### src/sv/mmc3mc_pkg.sv
// Shared types and constants for the MMC3 multicart bank mapper.
// No dependencies; imported by the controller, datapath and top level.
`default_nettype none

package mmc3mc_pkg;

    localparam int unsigned InDataW  = 32;
    localparam int unsigned OutDataW = 16;
    localparam int unsigned OpW      = 2;
    localparam int unsigned AddrW    = 16;
    localparam int unsigned ValueW   = 8;
    localparam int unsigned PrgBankW = 8;
    localparam int unsigned ChrBankW = 9;
    localparam int unsigned CfgIdxW  = 1;
    localparam int unsigned CfgDataW = 9;

    localparam logic [PrgBankW-1:0] PrgLimitReset = 8'd31;
    localparam logic [ChrBankW-1:0] ChrLimitReset = 9'd511;

    localparam logic [AddrW-1:0] SelMask    = 16'hE001;
    localparam logic [AddrW-1:0] SelBankSel = 16'h8000;
    localparam logic [AddrW-1:0] SelBankReg = 16'h8001;
    localparam logic [3:0]       OuterPage  = 4'h6;

    typedef enum logic [OpW-1:0] {
        OP_CPU_WRITE  = 2'd0,
        OP_PRG_LOOKUP = 2'd1,
        OP_CHR_LOOKUP = 2'd2,
        OP_RESERVED   = 2'd3
    } t_op;

    typedef enum logic [CfgIdxW-1:0] {
        CFG_PRG_LIMIT = 1'b0,
        CFG_CHR_LIMIT = 1'b1
    } t_cfg_idx;

    typedef logic [7:0] t_byte;

    typedef struct packed {
        logic load_item;
        logic execute;
    } t_dp_cmd;

endpackage

`default_nettype wire

### src/sv/mmc3mc_ctrl.sv
// Controller for the MMC3 multicart bank mapper: item handshake and output valid.
// Depends on mmc3mc_pkg; drives the datapath through a t_dp_cmd struct.
`default_nettype none

module mmc3mc_ctrl (
    input  wire                  i_clk,
    input  wire                  i_rst_n,
    input  wire                  i_in_valid,
    output logic                 o_in_ready,
    output logic                 o_out_valid,
    input  wire                  i_out_ready,
    output mmc3mc_pkg::t_dp_cmd  o_cmd
);
    import mmc3mc_pkg::*;

    typedef enum logic [1:0] {
        S_IDLE   = 2'b01,
        S_LOADED = 2'b10
    } t_state;

    t_state r_state, n_state;
    logic   r_out_valid, n_out_valid;
    logic   w_execute;

    assign w_execute       = (r_state == S_LOADED) && (!r_out_valid || i_out_ready);
    assign o_in_ready      = (r_state == S_IDLE);
    assign o_out_valid     = r_out_valid;
    assign o_cmd.load_item = (r_state == S_IDLE) && i_in_valid;
    assign o_cmd.execute   = w_execute;

    always_comb begin
        n_state     = r_state;
        n_out_valid = r_out_valid;
        if (r_out_valid && i_out_ready) begin
            n_out_valid = 1'b0;
        end
        case (r_state)
            S_IDLE: begin
                if (i_in_valid) begin
                    n_state = S_LOADED;
                end
            end
            S_LOADED: begin
                if (w_execute) begin
                    n_state     = S_IDLE;
                    n_out_valid = 1'b1;
                end
            end
            default: begin
                n_state     = S_IDLE;
                n_out_valid = 1'b0;
            end
        endcase
    end

    always_ff @(posedge i_clk) begin
        if (!i_rst_n) begin
            r_state     <= S_IDLE;
            r_out_valid <= 1'b0;
        end else begin
            r_state     <= n_state;
            r_out_valid <= n_out_valid;
        end
    end

endmodule

`default_nettype wire

### src/sv/mmc3mc_dp.sv
// Datapath for the MMC3 multicart bank mapper: mapper registers, limits,
// PRG/CHR translation and the result register. Depends on mmc3mc_pkg.
`default_nettype none

module mmc3mc_dp (
    input  wire                                i_clk,
    input  wire                                i_rst_n,
    input  mmc3mc_pkg::t_dp_cmd                i_cmd,
    input  wire  [mmc3mc_pkg::OpW-1:0]         i_op,
    input  wire  [mmc3mc_pkg::AddrW-1:0]       i_addr,
    input  wire  [mmc3mc_pkg::ValueW-1:0]      i_value,
    input  wire                                i_wr_ok,
    input  wire                                i_cfg_we,
    input  wire  [mmc3mc_pkg::CfgIdxW-1:0]     i_cfg_index,
    input  wire  [mmc3mc_pkg::CfgDataW-1:0]    i_cfg_data,
    output logic [mmc3mc_pkg::ChrBankW-1:0]    o_bank,
    output logic                               o_handled
);
    import mmc3mc_pkg::*;

    logic [OpW-1:0]      r_op;
    logic [AddrW-1:0]    r_addr;
    t_byte               r_value;
    logic                r_wr_ok;

    t_byte               r_outer;
    t_byte               r_bsel;
    t_byte               r_breg [8];
    logic [PrgBankW-1:0] r_prg_lim;
    logic [ChrBankW-1:0] r_chr_lim;
    logic [ChrBankW-1:0] r_bank;
    logic                r_handled;

    logic [1:0]          w_prg_slot;
    logic [2:0]          w_chr_slot;
    logic [2:0]          w_rd_idx;
    t_byte               w_rd;
    logic [3:0]          w_prg_inner;
    logic [3:0]          w_base;
    logic [PrgBankW-1:0] w_prg_raw;
    logic [PrgBankW-1:0] w_prg_bank;
    t_byte               w_chr_inner;
    logic [ChrBankW-1:0] w_chr_raw;
    logic [ChrBankW-1:0] w_chr_bank;
    logic                w_outer_hit;
    logic                w_bsel_hit;
    logic                w_breg_hit;
    logic [ChrBankW-1:0] n_bank;
    logic                n_handled;

    assign w_prg_slot = r_addr[14:13];
    assign w_chr_slot = r_addr[12:10] ^ {r_bsel[7], 2'b00};

    always_comb begin
        if (t_op'(r_op) == OP_PRG_LOOKUP) begin
            w_rd_idx = (w_prg_slot == 2'd1) ? 3'd7 : 3'd6;
        end else if (!w_chr_slot[2]) begin
            w_rd_idx = {2'b00, w_chr_slot[1]};
        end else begin
            w_rd_idx = {1'b0, w_chr_slot[1:0]} + 3'd2;
        end
    end

    assign w_rd = r_breg[w_rd_idx];

    always_comb begin
        case (w_prg_slot)
            2'd0:    w_prg_inner = r_bsel[6] ? 4'hE : w_rd[3:0];
            2'd1:    w_prg_inner = w_rd[3:0];
            2'd2:    w_prg_inner = r_bsel[6] ? w_rd[3:0] : 4'hE;
            default: w_prg_inner = 4'hF;
        endcase
    end

    assign w_base = {r_outer[4], r_outer[3] | r_outer[6], r_outer[2], r_outer[1]};

    always_comb begin
        if (r_outer[5]) begin
            w_prg_raw = {2'b00, w_base, w_prg_slot};
        end else begin
            w_prg_raw = {3'b000, r_outer[6], w_prg_inner};
        end
        w_prg_bank = (w_prg_raw > r_prg_lim) ? (w_prg_raw & r_prg_lim) : w_prg_raw;
    end

    always_comb begin
        if (!w_chr_slot[2]) begin
            w_chr_inner = {w_rd[7:1], w_chr_slot[0]};
        end else begin
            w_chr_inner = w_rd;
        end
        w_chr_raw  = {r_outer[6], w_chr_inner};
        w_chr_bank = (w_chr_raw > r_chr_lim) ? (w_chr_raw & r_chr_lim) : w_chr_raw;
    end

    assign w_outer_hit = (r_addr[15:12] == OuterPage);
    assign w_bsel_hit  = r_addr[15] && ((r_addr & SelMask) == SelBankSel);
    assign w_breg_hit  = r_addr[15] && ((r_addr & SelMask) == SelBankReg);

    always_comb begin
        n_bank    = '0;
        n_handled = 1'b0;
        case (t_op'(r_op))
            OP_CPU_WRITE: begin
                n_handled = w_outer_hit || w_bsel_hit || w_breg_hit;
            end
            OP_PRG_LOOKUP: begin
                if (r_addr[15]) begin
                    n_bank    = {1'b0, w_prg_bank};
                    n_handled = 1'b1;
                end
            end
            OP_CHR_LOOKUP: begin
                if (r_addr[15:13] == 3'b000) begin
                    n_bank    = w_chr_bank;
                    n_handled = 1'b1;
                end
            end
            default: begin
                n_bank    = '0;
                n_handled = 1'b0;
            end
        endcase
    end

    always_ff @(posedge i_clk) begin
        if (i_cmd.load_item) begin
            r_op    <= i_op;
            r_addr  <= i_addr;
            r_value <= i_value;
            r_wr_ok <= i_wr_ok;
        end
        if (i_cmd.execute) begin
            r_bank    <= n_bank;
            r_handled <= n_handled;
        end
    end

    always_ff @(posedge i_clk) begin
        if (!i_rst_n) begin
            r_outer   <= '0;
            r_bsel    <= '0;
            r_breg[0] <= 8'd0;
            r_breg[1] <= 8'd2;
            r_breg[2] <= 8'd4;
            r_breg[3] <= 8'd5;
            r_breg[4] <= 8'd6;
            r_breg[5] <= 8'd7;
            r_breg[6] <= 8'd0;
            r_breg[7] <= 8'd0;
            r_prg_lim <= PrgLimitReset;
            r_chr_lim <= ChrLimitReset;
        end else begin
            if (i_cfg_we) begin
                case (t_cfg_idx'(i_cfg_index))
                    CFG_PRG_LIMIT: r_prg_lim <= i_cfg_data[PrgBankW-1:0];
                    CFG_CHR_LIMIT: r_chr_lim <= i_cfg_data;
                    default:       r_prg_lim <= r_prg_lim;
                endcase
            end
            if (i_cmd.execute && (t_op'(r_op) == OP_CPU_WRITE)) begin
                if (w_outer_hit && r_wr_ok) begin
                    r_outer <= r_value;
                end
                if (w_bsel_hit) begin
                    r_bsel <= r_value;
                end
                if (w_breg_hit) begin
                    r_breg[r_bsel[2:0]] <= r_value;
                end
            end
        end
    end

    assign o_bank    = r_bank;
    assign o_handled = r_handled;

endmodule

`default_nettype wire

### src/sv/mmc3_multicart_bank_mapper.sv
// Top level of the MMC3 multicart bank mapper.
// Depends on mmc3mc_pkg, mmc3mc_ctrl and mmc3mc_dp.
//
// Usage:
//   Slave stream: s_axis_tuser carries the operation (CPU write, PRG lookup,
//   CHR lookup); s_axis_tdata carries address, value and PRG RAM write enable.
//   Master stream: one item per input item; m_axis_tdata carries the bank,
//   m_axis_tuser the handled flag.
//   Configuration: i_cfg_valid/o_cfg_ready with i_cfg_index selecting the PRG
//   (0) or CHR (1) bank limit; o_cfg_ready is always high.
//   Result path: the input item is loaded into the holding register on the edge
//   that accepts it and translated into the result register once that is free.
//   Flow: a new item is accepted only after the held item has been translated
//   into the result register; the mapper registers update as the held item
//   is translated.
//   Reset: limits return to 31 and 511, outer register and bank select to zero,
//   bank registers to 0,2,4,5,6,7,0,0; no result is pending.
//   Stall: while m_axis_tready is low the result holds; one further item may be
//   accepted and waits in the holding register until the result is taken.
`default_nettype none

module mmc3_multicart_bank_mapper (
    input  wire                                 i_clk,
    input  wire                                 i_rst_n,
    input  wire                                 s_axis_tvalid,
    output logic                                s_axis_tready,
    // [15:0] address, [23:16] value, [24] prg_ram_writable, [31:25] zero
    input  wire  [mmc3mc_pkg::InDataW-1:0]      s_axis_tdata,
    // [1:0] operation
    input  wire  [mmc3mc_pkg::OpW-1:0]          s_axis_tuser,
    output logic                                m_axis_tvalid,
    input  wire                                 m_axis_tready,
    // [8:0] bank, [15:9] zero
    output logic [mmc3mc_pkg::OutDataW-1:0]     m_axis_tdata,
    // [0] handled
    output logic                                m_axis_tuser,
    input  wire                                 i_cfg_valid,
    output logic                                o_cfg_ready,
    input  wire  [mmc3mc_pkg::CfgIdxW-1:0]      i_cfg_index,
    input  wire  [mmc3mc_pkg::CfgDataW-1:0]     i_cfg_data
);
    import mmc3mc_pkg::*;

    t_dp_cmd               w_cmd;
    logic [ChrBankW-1:0]   w_bank;
    logic                  w_handled;

    assign o_cfg_ready = 1'b1;

    mmc3mc_ctrl u_ctrl (
        .i_clk       (i_clk),
        .i_rst_n     (i_rst_n),
        .i_in_valid  (s_axis_tvalid),
        .o_in_ready  (s_axis_tready),
        .o_out_valid (m_axis_tvalid),
        .i_out_ready (m_axis_tready),
        .o_cmd       (w_cmd)
    );

    mmc3mc_dp u_dp (
        .i_clk       (i_clk),
        .i_rst_n     (i_rst_n),
        .i_cmd       (w_cmd),
        .i_op        (s_axis_tuser),
        .i_addr      (s_axis_tdata[15:0]),
        .i_value     (s_axis_tdata[23:16]),
        .i_wr_ok     (s_axis_tdata[24]),
        .i_cfg_we    (i_cfg_valid),
        .i_cfg_index (i_cfg_index),
        .i_cfg_data  (i_cfg_data),
        .o_bank      (w_bank),
        .o_handled   (w_handled)
    );

    assign m_axis_tdata = {{(OutDataW - ChrBankW){1'b0}}, w_bank};
    assign m_axis_tuser = w_handled;

endmodule

`default_nettype wire
### config.mk
export PLATFORM = sky130hd
export DESIGN_NAME = mmc3_multicart_bank_mapper
export DESIGN_NICKNAME = d
export VERILOG_FILES = /design/src/sv/mmc3mc_pkg.sv /design/src/sv/mmc3mc_ctrl.sv /design/src/sv/mmc3mc_dp.sv /design/src/sv/mmc3_multicart_bank_mapper.sv
export SDC_FILE = /design/constraint.sdc
export NUM_CORES = 1
export LEC_CHECK = 0
export ABC_AREA = 1
export BUFFER_PORTS_ARGS = -buffer_cell sky130_fd_sc_hd__buf_2
export CAP_MARGIN = 10
export CORE_ASPECT_RATIO = 1.25
export CORE_MARGIN = 4
export CORE_UTILIZATION = 30
export CTS_CLUSTER_DIAMETER = 150
export DETAILED_ROUTE_END_ITERATION = 10
export GPL_TIMING_DRIVEN = 0
export SYNTH_ARGS = -nofsm -noshare
export SYNTH_HDL_FRONTEND = slang
export SYNTH_SLANG_ARGS = --single-unit
### constraint.sdc
create_clock -name i_clk -period 3.3 [get_ports i_clk]
set_input_delay 0.33 -clock i_clk [delete_from_list [all_inputs] [get_ports i_clk]]
set_output_delay 0.33 -clock i_clk [all_outputs]
set_load 0.005 [all_outputs]
## Word level (Yosys, flattened, before mapping)

Memory sizes are Yosys's and may differ from the RTL's.
Index checks and enable logic that the tools add are counted.

- Flip-flop bits (word level): 72
- Memory bits (writable): 64
- Input port bits: 49
- Output and inout port bits: 20
- Word-level logic and storage cells: 82
- Memories kept: 1

Memories:

| memory | words | width | rd ports | clocked after memory_dff | write ports | line | source |
|---|---|---|---|---|---|---|---|
| u_dp.r_breg | 8 | 8 | 1 | 0 | 8 | mmc3mc_dp.sv:28 | `t_byte r_breg [8];` |

- Add/sub/neg operators: 1
- $lt $le $gt $ge: 2
- Equality and inequality tests: 11
- Multiplexer cells: 30
- Bitwise operators: 5
- Reductions and logical operators: 20

Operators by type and width:

| kind | count |
|---|---|
| two-way mux 8 bit | 3 |
| two-way mux 9 bit | 2 |
| one-hot mux 9 bit (2 select lines) | 1 |
| two-way mux 1 bit | 12 |
| one-hot mux 4 bit (3 select lines) | 1 |
| AND reduction 2 bit | 5 |
| AND 9 bit | 1 |
| > comparator 9 bit | 1 |
| two-way mux 3 bit | 3 |
| AND 6 x 8 -> 8 bit | 1 |
| == test 4 bit, second input constant | 2 |
| > comparator 6 x 8 -> 1 bit | 1 |
| two-way mux 4 bit | 2 |
| OR reduction 8 bit | 1 |
| logical AND 1 bit | 7 |
| == test 2 x 1 -> 1 bit, second input constant | 3 |
| == test 2 bit, second input constant | 3 |
| two-way mux 6 bit | 1 |
| == test 4 x 3 -> 1 bit, second input constant | 1 |
| logical NOT 2 bit | 2 |
| two-way mux 2 bit | 2 |
| one-hot mux 2 bit (2 select lines) | 1 |
| adder 2 x 2 -> 3 bit, second input constant | 1 |
| logical NOT 3 bit | 1 |
| other kinds (9) | 11 |

## Logic depth before layout (Yosys ltp)

An unclocked memory read counts as a cell.

- Depth after elaboration: 12
- Gate-level depth with buffers: 25
- Gate-level depth less buffers: 23

## By module

A second synthesis with hierarchy kept.

- Cells, all modules: 696
- Area, all modules: 6308.6 um2

By module, submodules not included:

| module | times used | cells an instance | area each (um2) | seq. area each (um2) |
|---|---|---|---|---|
| mmc3mc_dp | 1 | 657 | 6032.0 | 3323.2 |
| mmc3mc_ctrl | 1 | 29 | 209.0 | 60.1 |
| mmc3_multicart_bank_mapper | 1 | 10 | 67.6 | 0.0 |

## Least setup slack after synthesis

No wires, ideal clock.

- Path kind: flip-flop to flip-flop
- Start: reg u_dp.r_op[1]
- End: reg u_dp.r_bank[1] (netlist: u_dp.o_bank[1]) (data pin)
- Library setup time: 262 ps
- Arrival time: 2800 ps
- Required time: 3038 ps
- Setup slack: 238 ps
- Stages on the path, launching flop included: 22
- Path buffers: 2
- Clock period less this slack: 3062 ps
- Path through: edfxtp_1 -> inv_1 -> ha_1 -> inv_2 -> nand3_2 -> nand2_2 -> buf_6 -> or2_0 -> o211ai_1 -> o21ai_0 -> nand2_1 -> nand2_1 -> ha_1 -> nand2_1 -> o21ai_0 -> a21oi_1 -> o21ai_0 -> nand2_1 -> clkbuf_1 -> nand2_1 -> o211ai_1 -> a21oi_1

- Cells in the longest elaborated chain, start to end: 10
- Elaborated cells on any way between the ends: 18
- Classes of those cells: 2 x order compare; 2 x eq/ne; 11 x mux; 2 x bitwise; 1 x memory

Ends and longest elaborated chain:

| element | line | source |
|---|---|---|
| start: declaration | mmc3mc_dp.sv:21 | `logic [OpW-1:0] r_op;` |
| start signal: assignment | mmc3mc_dp.sv:128 | `r_op <= i_op;` |
| == test 2 x 1 -> 1 bit | mmc3mc_dp.sv:55, mmc3mc_dp.sv:103 |  |
| two-way mux 3 bit | mmc3mc_dp.sv:55 | `if (t_op'(r_op) == OP_PRG_LOOKUP) begin` |
| memory (8 x 8 bit) | n/a |  |
| two-way mux 4 bit (on tied branches) | mmc3mc_dp.sv:70, mmc3mc_dp.sv:68 |  |
| one-hot mux 4 bit (3 select lines) | mmc3mc_dp.sv:67 | `case (w_prg_slot)` |
| two-way mux 6 bit | mmc3mc_dp.sv:78 | `if (r_outer[5]) begin` |
| > comparator 6 x 8 -> 1 bit / AND 6 x 8 -> 8 bit (equally long branches) | mmc3mc_dp.sv:83 | `w_prg_bank = (w_prg_raw > r_prg_lim) ? (w_prg_raw & r_prg_lim) : w_prg_raw;` |
| two-way mux 8 bit | mmc3mc_dp.sv:83 |  |
| two-way mux 8 bit | mmc3mc_dp.sv:108 | `if (r_addr[15]) begin` |
| one-hot mux 9 bit (2 select lines) * | mmc3mc_dp.sv:103 | `case (t_op'(r_op))` |
| net u_dp.n_bank[1] | mmc3mc_dp.sv:48 | `logic [ChrBankW-1:0] n_bank;` |
| end signal: assignment | mmc3mc_dp.sv:134 | `r_bank <= n_bank;` |
| end: declaration | mmc3mc_dp.sv:31 | `logic [ChrBankW-1:0] r_bank;` |

Mark *: on every way through the listed nets, which the timed path passes. The rest lies on a longest branch.
A chain may end at the register's enable or synchronous reset.

## Worst setup path after layout

- Start: reg u_dp.r_op[0]
- End: reg u_dp.r_bank[3] (netlist: u_dp.o_bank[3]) (data pin)

The elaborated chain is that of the path after synthesis.

==> summary.txt <==
Crit path from: u_dp.r_op[0]$_DFFE_PP_
CTS tree: yes
Critical Path Most Common Cell: nand2_2
Placement Rows: 58
Initial DRC Count: 456
Via/cell ratio: 4.70
P&R area growth vs syn: 33.0%
Tcrit/Tclk final: 103%
Register area: 3380 µm²
First-pass iteration count of the detailed router: 6
Area of the multi-input gates: 2730 µm²
Fin util: 41.1%
Reg2Reg Setup Slack: -0.08 ns
Initial antenna violation count: 0
CTS Buffer Depth: 2
Fmax: 296 MHz
Largest net degree at the start of global routing: 20
Primary FF master, synth: edfxtp_1
WL/cell: 15.6 µm
Total CTS buffers: 17
CP max FO: 5
Worst setup path class: reg -> reg
CTS sink cnt: 123
Crit-path slowest cell: edfxtp_1
Vias: 5142
Fin worst setup slack: -0.0833 ns
Nets@finish: 897
CP endpoint: u_dp.o_bank[3]$_DFFE_PP_
GRT Total Usage: 14.2%
Total grt overflow: 0
FF-to-FF End: u_dp.o_bank[3]$_DFFE_PP_
Die W: 137 µm
Starting Density: 30.9%
VDD IR-drop max: 0.387 mV
Final Setup Violations: 6
CTS H-tree lvls: 4
Post-Route WL: 17000 µm
Post-synth EDFFs: 92
Max_slew headroom: 51.4%
PwrDens: 542 nW/µm²
Vias in the first global route: 4854
Die height: 170 µm
Worst path cell trace: ha_4 > buf_12 > o21ai_4 > buf_2 > nand3_1 > nand3_1 > nand3_2 > nand2_2 > nand2_2 > nand2_2 > inv_1 > ha_1 > inv_2 > nor2_1 > nor2_1 > o21a_1 > o21ai_2 > nand2_2 > buf_4 > o21ai_1 > inv_1 > nand2_1 > a21oi_1
P_leak: 3.72 nW
RSZ-0062 raised after global routing: yes
Critical path capture point type: flop
R2R cell count: 23
Post-place instance area: 6860 µm²
Startpoint types: flop
GPL Wtd Cong: 0.857
HPWL Detailed: 11200 µm
Critical path data arrival time: 3.54 ns
N_diodes: 0
Number of I/O pins: 69
Synth top area share: 44.0%
Max_cap viols: 0
Minimum clock period after layout: 3.38 ns
Fill cell count: 1981
#FFs+latches synth: 123
Layout Cells excl Fill: 1094
Failing checks: negative setup slack
Worst Path Required: 3.46 ns
Distinct cell type count of the synthesized netlist: 35
Fin. Hold Viols: 0
Clock root buffer: clkbuf_16
Final slew viol count: 0
Clk_lat worst skew: 0.42 ns
Share of cells above drive strength 1: 26.1%
Drt drc: 0
Top cell type by total area after synthesis: edfxtp_1
Number of I/O port buffers: 44
Type of the most critical hold path: in -> reg
Number of synthesis warnings: 0
First-pass GRT wire length: 25100 µm
Area contributors post-synth: edfxtp_1, dfxtp_1, nand2_1
CP peak stage delay: 0.43 ns
Core Region: 20300 µm²
# hold bufs at CTS: 0
Register area share after synthesis: 53.9%
Die footprint: 23300 µm²
Outcome: finished, violations left
Reg clk slew, reported paths: 0.06 ns
Synthesized area: 6280 µm²
Cell count after placement: 1017
Final instance area: 8340 µm²
Clock Skew: 0.00768 ns
Syn Inst Count: 697
Worst Tran Pin Value: 0.728 ns
Syn avg cell area: 9.00 µm²
FF-to-FF Start: u_dp.r_op[0]$_DFFE_PP_
Antenna Nets Post-Route: 0
Asr flop ratio synth: 0%
flip-flops by register name, summed over array words and instances, names as in the netlist:
| signal | cells |
|---|---|
| u_dp.r_breg | 64 |
| u_dp.o_bank | 9 |
| u_dp.r_chr_lim | 9 |
| u_dp.r_prg_lim | 8 |
| u_dp.r_value | 8 |
| u_dp.r_addr | 7 |
| u_dp.r_outer | 6 |
| u_dp.r_bsel | 5 |
| u_ctrl.r_state | 2 |
| u_dp.r_op | 2 |
| u_ctrl.o_out_valid | 1 |
| u_dp.o_handled | 1 |
| u_dp.r_wr_ok | 1 |
worst min path at each step:
stage / start / to / cells past startpoint / slack, ns
after detailed placement: u_dp.r_outer[1]$_SDFFE_PN0P_ / u_dp.r_outer[1]$_SDFFE_PN0P_ / 2 / 0.45
after global routing: s_axis_tdata[19] / u_dp.r_value[3]$_DFFE_PP_ / 1 / 0.07
after floorplan: s_axis_tdata[0] / u_dp.r_addr[0]$_DFFE_PP_ / 0 / 0.43
after global placement: u_dp.r_outer[2]$_SDFFE_PN0P_ / u_dp.r_outer[2]$_SDFFE_PN0P_ / 2 / 0.44
after CTS: s_axis_tdata[19] / u_dp.r_value[3]$_DFFE_PP_ / 1 / 0.07
final: s_axis_tdata[16] / u_dp.r_value[0]$_DFFE_PP_ / 1 / 0.09
power breakdown:
part | switching, W | internal, W | total, W
Combinational | 0.000417 | 0.000286 | 0.000703
Sequential | 0.0000313 | 0.00172 | 0.00175
Clock | 0.000666 | 0.00140 | 0.00207
cell type report:
cell class | instances | share of cell area (%)
buffer | 24 | 2.50
clock buffer | 17 | 5.10
clock inverter | 15 | 2.73
inverter | 109 | 4.98
multi-input combinational | 447 | 32.7
sequential | 123 | 40.5
tap | 270 | 4.05
timing repair buffer | 89 | 7.41
timing repair:
item,in CTS,in global routing
setup endpoints to repair,25,17
setup buffers,26,16
gates cloned,1,2
hold endpoints to repair,0,0
pin swaps,13,22
resized for setup,44,68
stage by stage:
stage	setup TNS, ns	power [W]	setup WS [ns]	hold WS [ns]
global placement	-6.63	0.00225	-0.614	0.445
global route	-1.21	0.00469	-0.229	0.0676
detailed placement	-6.96	0.00226	-0.653	0.448
floorplan	0	0.00209	0.238	0.429
finish	-0.272	0.00452	-0.0833	0.0879
CTS	0	0.00440	0.00408	0.0736
kinds of logic (layout without fill, tap and decap cells):
logic type | Yosys count | count (layout) | synth area share (%)
AND/OR/NAND/NOR | 308 | 308 | 21.0
buffers and inverters | 133 | 254 | 8.89
flip-flops | 123 | 123 | 53.9
AO/OA/AOI/OAI | 94 | 94 | 8.75
adder cells (fa/ha/maj) | 37 | 37 | 7.38
other | 2 | 8 | 0.120
cell usage after synthesis, types with 4 or more instances:
cell and instances:
dfxtp_1 31, clkinv_1 8, nor2_1 83, edfxtp_1 92, inv_1 97, clkbuf_1 7, inv_2 4, ha_1 37
o211ai_1 18, nand3_1 68, buf_4 8, o21ai_0 36, nand2_1 138, buf_2 5, a21oi_1 28
placed cells by master, fill, tap and decap left out, types with 8 or more instances in the layout:
cell / netlist / routed
clkinv_1: 8 / 10
buf_4: 8 / 45
nor2_1: 83 / 81
buf_6: 3 / 8
nand2_2: 3 / 19
o21ai_1: 2 / 9
clkbuf_16: 0 / 18
ha_1: 37 / 30
o21ai_0: 36 / 23
conb_1: 2 / 8
buf_2: 5 / 45
inv_1: 97 / 93
edfxtp_1: 92 / 92
nand2_1: 138 / 117
dfxtp_1: 31 / 31
nand3_2: 3 / 17
nand3_1: 68 / 50
o211ai_1: 18 / 18
a21oi_1: 28 / 27
per-layer routing:
| layer | vias up | GRT usage, % | part of all wire, % |
|---|---|---|---|
| met2 | 155 | 24.7 | 51 |
| li1 | 2514 | - | - |
| met4 | 0 | 6.16 | 2.7 |
| met1 | 2442 | 16.6 | 42 |
| met3 | 31 | 3.41 | 4.8 |
| met5 | - | 0 | 0 |
worst max-delay path: cells and delay by family, from the launching register on:
family / cells / cell delay [ns]
and+or+nand+nor: 10 / 0.91
buffers and inverters: 6 / 0.68
AOI/OAI and AO/OA: 5 / 0.61
adders and majority gates: 2 / 0.49
DFF: 1 / 0.43
No activity file was read; power rests on OpenSTA's default activity.
